[config.mk]
export PLATFORM = sky130hd
export DESIGN_NAME = jha_emit
export DESIGN_NICKNAME = d
export VERILOG_FILES = /design/src/hw/rtl/jha_pkg.sv /design/src/hw/rtl/jha_emit.sv
export SDC_FILE = /design/constraint.sdc
export NUM_CORES = 1
export LEC_CHECK = 0
export BUFFER_PORTS_ARGS = -buffer_cell sky130_fd_sc_hd__clkbuf_2
export CORE_AREA = 3 3 114 116
export DETAILED_ROUTE_END_ITERATION = 12
export DIE_AREA = 0 0 117 119
export PLACE_DENSITY = 0.69
export SKIP_CTS_REPAIR_TIMING = 1
export SYNTH_ARGS = -nofsm -noshare
export SYNTH_HDL_FRONTEND = slang
export SYNTH_SLANG_ARGS = --single-unit
[constraint.sdc]
create_clock -name i_clk -period 8.9 [get_ports i_clk]
set_input_delay 1.78 -clock i_clk [delete_from_list [all_inputs] [get_ports i_clk]]
set_output_delay 1.78 -clock i_clk [all_outputs]
set_load 0.02 [all_outputs]
[src/hw/rtl/jha_pkg.sv]
package jha_pkg;

    localparam int JOINT_COUNT = 7;
    localparam int ANGLE_BITS  = 16;
    localparam int FIELD_W     = 16;
    localparam int IDX_W       = 3;
    localparam int LANE_LAT    = 5;
    localparam int CNT_W       = 3;
    localparam int CFG_W       = 64;
    localparam int CFG_IDX_W   = 3;
    // wide enough for a lane product plus the rounding half
    localparam int PROD_W      = ANGLE_BITS + 18;

    localparam logic [CFG_IDX_W-1:0] REG_HOME_LO  = 3'd0;
    localparam logic [CFG_IDX_W-1:0] REG_HOME_HI  = 3'd1;
    localparam logic [CFG_IDX_W-1:0] REG_VLIM_LO  = 3'd2;
    localparam logic [CFG_IDX_W-1:0] REG_VLIM_HI  = 3'd3;
    localparam logic [CFG_IDX_W-1:0] REG_GAIN     = 3'd4;
    localparam logic [CFG_IDX_W-1:0] REG_TOL      = 3'd5;
    localparam logic [CFG_IDX_W-1:0] REG_STEP     = 3'd6;

    localparam logic [63:0] RST_HOME_LO = 64'd1775544153504219136;
    localparam logic [47:0] RST_HOME_HI = 48'd413401088;
    localparam logic [63:0] RST_VLIM_LO = 64'd1152939097061330944;
    localparam logic [47:0] RST_VLIM_HI = 48'd17592454483968;
    localparam logic [15:0] RST_GAIN    = 16'd1280;
    localparam logic [14:0] RST_TOL     = 15'd205;
    localparam logic [15:0] RST_STEP    = 16'd131;

    localparam logic [1:0] KIND_SAMPLE  = 2'd0;
    localparam logic [1:0] KIND_TRIGGER = 2'd1;
    localparam logic [1:0] KIND_TICK    = 2'd2;

    localparam logic RES_TICK = 1'b0;
    localparam logic RES_TRIG = 1'b1;

    typedef logic signed [ANGLE_BITS-1:0] t_ang;
    typedef logic signed [PROD_W-1:0]     t_wide;

    typedef struct packed {
        logic [1:0]                 kind;
        logic signed [FIELD_W-1:0]  pos_0;
        logic signed [FIELD_W-1:0]  pos_1;
        logic signed [FIELD_W-1:0]  pos_2;
        logic signed [FIELD_W-1:0]  pos_3;
        logic signed [FIELD_W-1:0]  pos_4;
        logic signed [FIELD_W-1:0]  pos_5;
        logic signed [FIELD_W-1:0]  pos_6;
    } t_in_item;

    typedef struct packed {
        logic                       result_type;
        logic [IDX_W-1:0]           joint_index;
        logic signed [FIELD_W-1:0]  ref_velocity;
        logic signed [FIELD_W-1:0]  ref_position;
        logic signed [FIELD_W-1:0]  command_velocity;
        logic                       reference_valid;
        logic                       at_home;
        logic                       homing_success;
        logic                       last_result;
    } t_out_item;

    typedef struct packed {
        logic go;
        logic trig;
        logic pose;
        logic both;
        logic success;
    } t_emit_cmd;

    function automatic t_ang sat_ang(input t_wide v);
        t_wide hi;
        t_wide lo;
        hi = {{(PROD_W-ANGLE_BITS+1){1'b0}}, {(ANGLE_BITS-1){1'b1}}};
        lo = ~hi;
        if (v > hi) begin
            return hi[ANGLE_BITS-1:0];
        end else if (v < lo) begin
            return lo[ANGLE_BITS-1:0];
        end
        return v[ANGLE_BITS-1:0];
    endfunction

    // add half an LSB, then floor shift
    function automatic t_wide rnd_shr(input t_wide v, input int unsigned s);
        t_wide half;
        half = t_wide'(1) <<< (s - 1);
        return (v + half) >>> s;
    endfunction

endpackage

[src/hw/rtl/jha_emit.sv]
module jha_emit (
    input  logic                                i_clk,
    input  logic                                i_rst_n,
    input  jha_pkg::t_emit_cmd                  i_cmd,
    input  jha_pkg::t_ang                       i_vel [jha_pkg::JOINT_COUNT],
    input  jha_pkg::t_ang                       i_rp  [jha_pkg::JOINT_COUNT],
    input  logic [jha_pkg::JOINT_COUNT-1:0]     i_near,
    output logic                                o_busy,
    output logic                                o_out_valid,
    input  logic                                i_out_ready,
    output jha_pkg::t_out_item                  o_out_data
);

    localparam logic [jha_pkg::IDX_W-1:0] LAST_IDX = jha_pkg::IDX_W'(jha_pkg::JOINT_COUNT - 1);

    logic                       r_busy, n_busy;
    logic [jha_pkg::IDX_W-1:0]  r_idx, n_idx;
    logic                       r_trig, n_trig;
    logic                       r_pose, n_pose;
    logic                       r_both, n_both;
    logic                       r_succ, n_succ;
    logic                       r_home, n_home;
    logic                       r_out_valid, n_out_valid;
    jha_pkg::t_out_item         r_out, n_out;

    logic                       w_load;
    logic                       w_last;
    jha_pkg::t_ang              w_vel;
    jha_pkg::t_ang              w_rp;

    always_comb begin
        w_load = r_busy && (!r_out_valid || i_out_ready);
        w_last = (r_idx == LAST_IDX);
        w_vel  = i_vel[r_idx];
        w_rp   = i_rp[r_idx];

        n_busy      = r_busy;
        n_idx       = r_idx;
        n_trig      = r_trig;
        n_pose      = r_pose;
        n_both      = r_both;
        n_succ      = r_succ;
        n_home      = r_home;
        n_out_valid = r_out_valid;
        n_out       = r_out;

        if (r_out_valid && i_out_ready) begin
            n_out_valid = 1'b0;
        end
        if (w_load) begin
            n_out_valid = 1'b1;
            n_out       = '0;
            if (r_trig) begin
                n_out.result_type    = jha_pkg::RES_TRIG;
                n_out.homing_success = r_succ;
                n_out.last_result    = 1'b1;
                n_busy               = 1'b0;
            end else begin
                n_out.result_type      = jha_pkg::RES_TICK;
                n_out.joint_index      = r_idx;
                n_out.ref_velocity     = r_pose ? w_vel[jha_pkg::FIELD_W-1:0] : '0;
                n_out.ref_position     = r_pose ? w_rp[jha_pkg::FIELD_W-1:0] : '0;
                n_out.command_velocity = r_both ? w_vel[jha_pkg::FIELD_W-1:0] : '0;
                n_out.reference_valid  = r_pose;
                n_out.at_home          = r_both ? r_home : 1'b1;
                n_out.last_result      = w_last;
                if (w_last) begin
                    n_busy = 1'b0;
                end else begin
                    n_idx = r_idx + 1'b1;
                end
            end
        end
        if (i_cmd.go) begin
            n_busy = 1'b1;
            n_idx  = '0;
            n_trig = i_cmd.trig;
            n_pose = i_cmd.pose;
            n_both = i_cmd.both;
            n_succ = i_cmd.success;
            // all errors under tolerance is the same as the max under it
            n_home = &i_near;
        end
    end

    always_ff @(posedge i_clk) begin
        if (!i_rst_n) begin
            r_busy      <= 1'b0;
            r_out_valid <= 1'b0;
            r_idx       <= '0;
        end else begin
            r_busy      <= n_busy;
            r_out_valid <= n_out_valid;
            r_idx       <= n_idx;
        end
        r_trig <= n_trig;
        r_pose <= n_pose;
        r_both <= n_both;
        r_succ <= n_succ;
        r_home <= n_home;
        r_out  <= n_out;
    end

    assign o_busy      = r_busy;
    assign o_out_valid = r_out_valid;
    assign o_out_data  = r_out;

endmodule

* Word-level counts from Yosys, hierarchy flattened
Cells that the tools add are included.
** Storage, ports and cells
- Bits of input ports :: 239
- Word-level logic and storage cells :: 53
- Output and inout port bits :: 58
- Bits in registers :: 66
** Operators by class
- Equal/unequal tests :: 1
- Reductions and logical operators :: 13
- Add/subtract/negate cells :: 1
- Order comparisons :: 1
- Muxes and demuxes :: 14
- Bitwise logic cells :: 6
** Operators with widths (count)
- $bmux 16 s3 :: 2
- $mux 16 :: 4
- $mux 1 :: 8
- $reduce_and 7->1 :: 1
- $reduce_or 2->1 :: 3
- $not 1->1 :: 5
- $ge 4x4->1 const B :: 1
- $not 3->4 :: 1
- $reduce_bool 2->1 :: 2
- $add 3x1->3 const B :: 1
- $eq 3x3->1 const B :: 1
- $reduce_and 3->1 :: 1
- $reduce_bool 3->1 :: 1
- $logic_and 1x1->1 :: 2
- $reduce_and 2->1 :: 1
- $logic_not 1->1 :: 1
- $logic_or 1x1->1 :: 1

* Longest topological paths before layout
- Depth in word-level cells :: 5
- Depth in mapped cells :: 8
- Gate-level depth less buffers :: 6

* Worst setup path before layout
OpenSTA, ideal clock, no wires.
- Kind :: input to register
- Start :: input i_out_ready
- End :: register r_idx[1] in the netlist's numbering
- Buffers on the path :: 0
- Required time :: 8634 ps
- Arrival :: 4470 ps
- Path slack :: 4165 ps
- Stages :: 3
- Setup time :: 266 ps
- Cells stage by stage :: nor2b_1 nor2_1 a311oi_1
** On the way
- Longest elaborated chain between the ends :: 3
** Ends and longest elaborated chain
- from (decl) :: RTL line jha_emit.sv:10 : input logic i_out_ready,
- $logic_or 1x1->1 :: RTL line jha_emit.sv:32 : w_load = r_busy && (!r_out_valid || i_out_ready);
- $logic_and 1x1->1 :: RTL line jha_emit.sv:32
- $reduce_and 3->1 (no source line)
- to (signal assigned) :: RTL line jha_emit.sv:94 : r_idx <= n_idx;
- to (decl) :: RTL line jha_emit.sv:17 : logic [jha_pkg::IDX_W-1:0] r_idx, n_idx;
No other way between the ends.
A chain may end at the register's enable or synchronous reset.

* Worst setup path after layout
- Start :: input i_out_ready
- End :: register r_out, in the netlist o_out_data[14], enable pin
** On the way
- Longest elaborated chain between the ends :: 2
** Ends and longest elaborated chain
- $logic_or 1x1->1 :: RTL line jha_emit.sv:32
- $logic_and 1x1->1 :: RTL line jha_emit.sv:32
- to (signal assigned) :: RTL line jha_emit.sv:101 : r_out <= n_out;
- to (decl) :: RTL line jha_emit.sv:24 : jha_pkg::t_out_item r_out, n_out;
No other way between the ends.

==> impl_metrics.toml <==
[sta]
layout_worst_path_cycle_share_pct = 34.4
max-slew-margin-rel_pct = 16.8
final-setup-viol-count = 0
final.setup.tns_ns = 0
timing_hold_violations_final = 0
max_clock_freq_ghz = 0.327
min_period_ns = 3.06
fin_worst_skew_ns = 0.00815
slew_violations = 0
grt_setup_unrepaired = "no"
final.setup.worst_slack_ns = 5.84
holdWs_ns = 0.538
worst-slew-pin-transition_ns = 1.24

[clock_tree]
root_buffer = "sky130_fd_sc_hd__clkbuf_16"
clock_sinks = 66
h-tree-depth = 3
cts_made_buffers = 9
clk-insertion-delay-late_ns = 0.32
cts.reportedPaths.clkPinSlew_ns = 0.06
cts_tree = "yes"
cts_buffer_depth = 2

[layout]
postLayoutCoreUtil_pct = 50.6
antenna_cells = 0
area_growth_pct = 43.3
layout-drive-gt1-share_pct = 55.9
post_layout_nonfiller_instances = 775
final_net_count = 864

[placed_design]
post-place-cells = 759
gp_congestion = 0.900
portBuffers = 296
detailed_place_hpwl_mm = 10.6
pre_cts_ws_ns = 5.51

[logic_synthesis]
postSynthRegisterBits = 66
yosysWarnings = 0
synth_fp_nets = 585
async_sr_flop_fraction_pct = 0
post-synth-top-area-cell = "sky130_fd_sc_hd__edfxtp_1"
synth_edf_count = 61
yosys.cell_types.count = 31
synth_area_per_cell_um2 = 12.3
synthesis.instances = 344
netlist_top_cells_area = "sky130_fd_sc_hd__edfxtp_1, sky130_fd_sc_hd__mux2i_1, sky130_fd_sc_hd__mux4_2"
synthesis.area_um2 = 4240
ys_seq_area_share_pct = 45.6
synth_top_area_share_pct = 43.2
synth-main-ff-cell = "sky130_fd_sc_hd__edfxtp_1"

[detailed_routing]
drtIter0Drc = 150
drt-total-wl_mm = 13.5
drtPass1Iterations = 4
via_density = 5.21
dr_total_vias = 4034
antenna_violating_nets_post_route = 0
post-route-drc-count = 0
routed_wire_per_std_cell_um = 17.5

[power_and_ir_drop]
maximum_vdd_ir_drop_mv = 0.0775
power-per-cell-area_nw_per_um2 = 147
power_leakage_nw = 2.85

[floorplanning]
floorplan.die.height_um = 119
fp.dieW_um = 117
num_io_pins = 297
fp.coreArea_um2 = 12000
floorplan.die_area_um2 = 13900
placement_rows = 40
initial_utilization_pct = 35.3

[job]
max_cap_viol_count = 0

[worst_hold_path]
min_from = "r_succ"
hold-path-endpoint = "o_out_data[1]"
hold_path_depth = 1
hp-class = "flip-flop to flip-flop"

[global_routing]
overflow = 0
grt_first_pass_wirelength_mm = 20.3
largest_net_degree_at_the_start_of_global_routing = 55
grt_antenna_before_repair = 0
global_route_total_usage_across_every_layer_pct = 18.8
grt_pass1_vias = 4185

[run_status]
status = "complete, no violations"

[setup_path]
worst_reg_to_reg_cells = 4
rr_endpoint = "o_out_data[22]"
worstPathArrival_ns = 3.03
crit_path_max_fanout = 33
r2r-start = "r_idx[0]"
setup.reg_to_reg.worst_slack_ns = 5.89
required_ns = 8.87
critical_path_class = "input port to flip-flop"
critPathCaptureType = "flip-flop"
timing.critical_path.from_type = "input port"
flip-flops by register name, indices dropped and copies added, names as in the netlist:
| name | flops |
|---|---|
| r_home | 1 |
| r_idx | 3 |
| r_trig | 1 |
| o_out_valid | 1 |
| o_out_data | 56 |
| r_both | 1 |
| r_succ | 1 |
| r_pose | 1 |
| o_busy | 1 |
kinds of logic after synthesis:
kind of cell | share of synthesized area, %
mux | 23.9
flops | 45.6
compound gates | 16.0
simple gates | 6.35
buf+inv | 7.59
fa+ha+maj | 0.590
synth_stat cells (4+ instances only):
| cell type | count |
|---|---|
| sky130_fd_sc_hd__a21oi_1 | 4 |
| sky130_fd_sc_hd__mux4_2 | 16 |
| sky130_fd_sc_hd__buf_4 | 6 |
| sky130_fd_sc_hd__buf_2 | 11 |
| sky130_fd_sc_hd__nand2b_1 | 5 |
| sky130_fd_sc_hd__dfxtp_1 | 5 |
| sky130_fd_sc_hd__mux2i_1 | 64 |
| sky130_fd_sc_hd__nor3_1 | 32 |
| sky130_fd_sc_hd__edfxtp_1 | 61 |
| sky130_fd_sc_hd__clkbuf_1 | 9 |
| sky130_fd_sc_hd__o221ai_1 | 16 |
| sky130_fd_sc_hd__inv_1 | 37 |
| sky130_fd_sc_hd__a22o_1 | 16 |
| sky130_fd_sc_hd__nor2b_1 | 4 |
| sky130_fd_sc_hd__o211a_1 | 16 |
| sky130_fd_sc_hd__nor2_1 | 6 |
| sky130_fd_sc_hd__o221a_2 | 13 |
worst max path at each step:
stage,end,from,cells after the start
2_1_floorplan,r_idx[1],i_out_ready,3
3_3_place_gp,o_out_data[16],i_out_ready,4
3_5_place_dp,o_out_data[47],i_out_ready,4
4_1_cts,o_out_data[22],r_idx[0],4
5_1_grt,o_out_data[22],r_idx[0],4
6_report,o_out_data[14],i_out_ready,4
cell usage in the layout, fill, tap and decap left out, drive strengths merged, types with 2 or more instances in the layout:
cell type / instances
clkinv: 4
o221a: 16
ha: 2
buf: 4
mux4: 16
o211a: 16
nand2b: 5
nor2b: 4
mux2i: 64
nor3: 32
dfxtp: 5
o221ai: 16
nand4: 3
a22o: 16
nor2: 6
inv: 39
a21oi: 4
edfxtp: 61
clkbuf: 305
metal layers:
metal	vias up	wire length, um	GRT usage [%]
met1	1894	5100	21.0
met5	-	0	0
met2	200	7180	34.6
met4	0	176	6.02
met3	14	1080	4.17
li1	1926	-	-
layout make-up:
class,count,area [um^2]
multi-input cells,208,1990
well taps,147,184
flip-flops and latches,66,1940
fillers,1054,5940
repair buffers,300,1510
inverters,38,143
clock buffers,9,225
clock inverters,7,77.6
through the flow:
step / power (mW) / instance area, um^2
floorplan: 0.462 / 4240
global placement: 0.541 / 5770
detailed placement: 0.545 / 5770
CTS: 0.902 / 6070
global route: 0.932 / 6070
finish: 0.892 / 6070
where the power goes:
part | leakage, nW | switching, mW | total [mW] | internal, mW
clock network | 0.146 | 0.136 | 0.355 | 0.219
logic | 2.07 | 0.0852 | 0.166 | 0.0804
registers | 0.630 | 0.00920 | 0.372 | 0.362
worst max-delay path: stages:
cell                       delay [ns]
sky130_fd_sc_hd__clkbuf_2        0.09
sky130_fd_sc_hd__nor2b_1         0.07
sky130_fd_sc_hd__nor2_4          0.55
sky130_fd_sc_hd__buf_4           0.51
No activity file was read; power rests on OpenSTA's default activity.
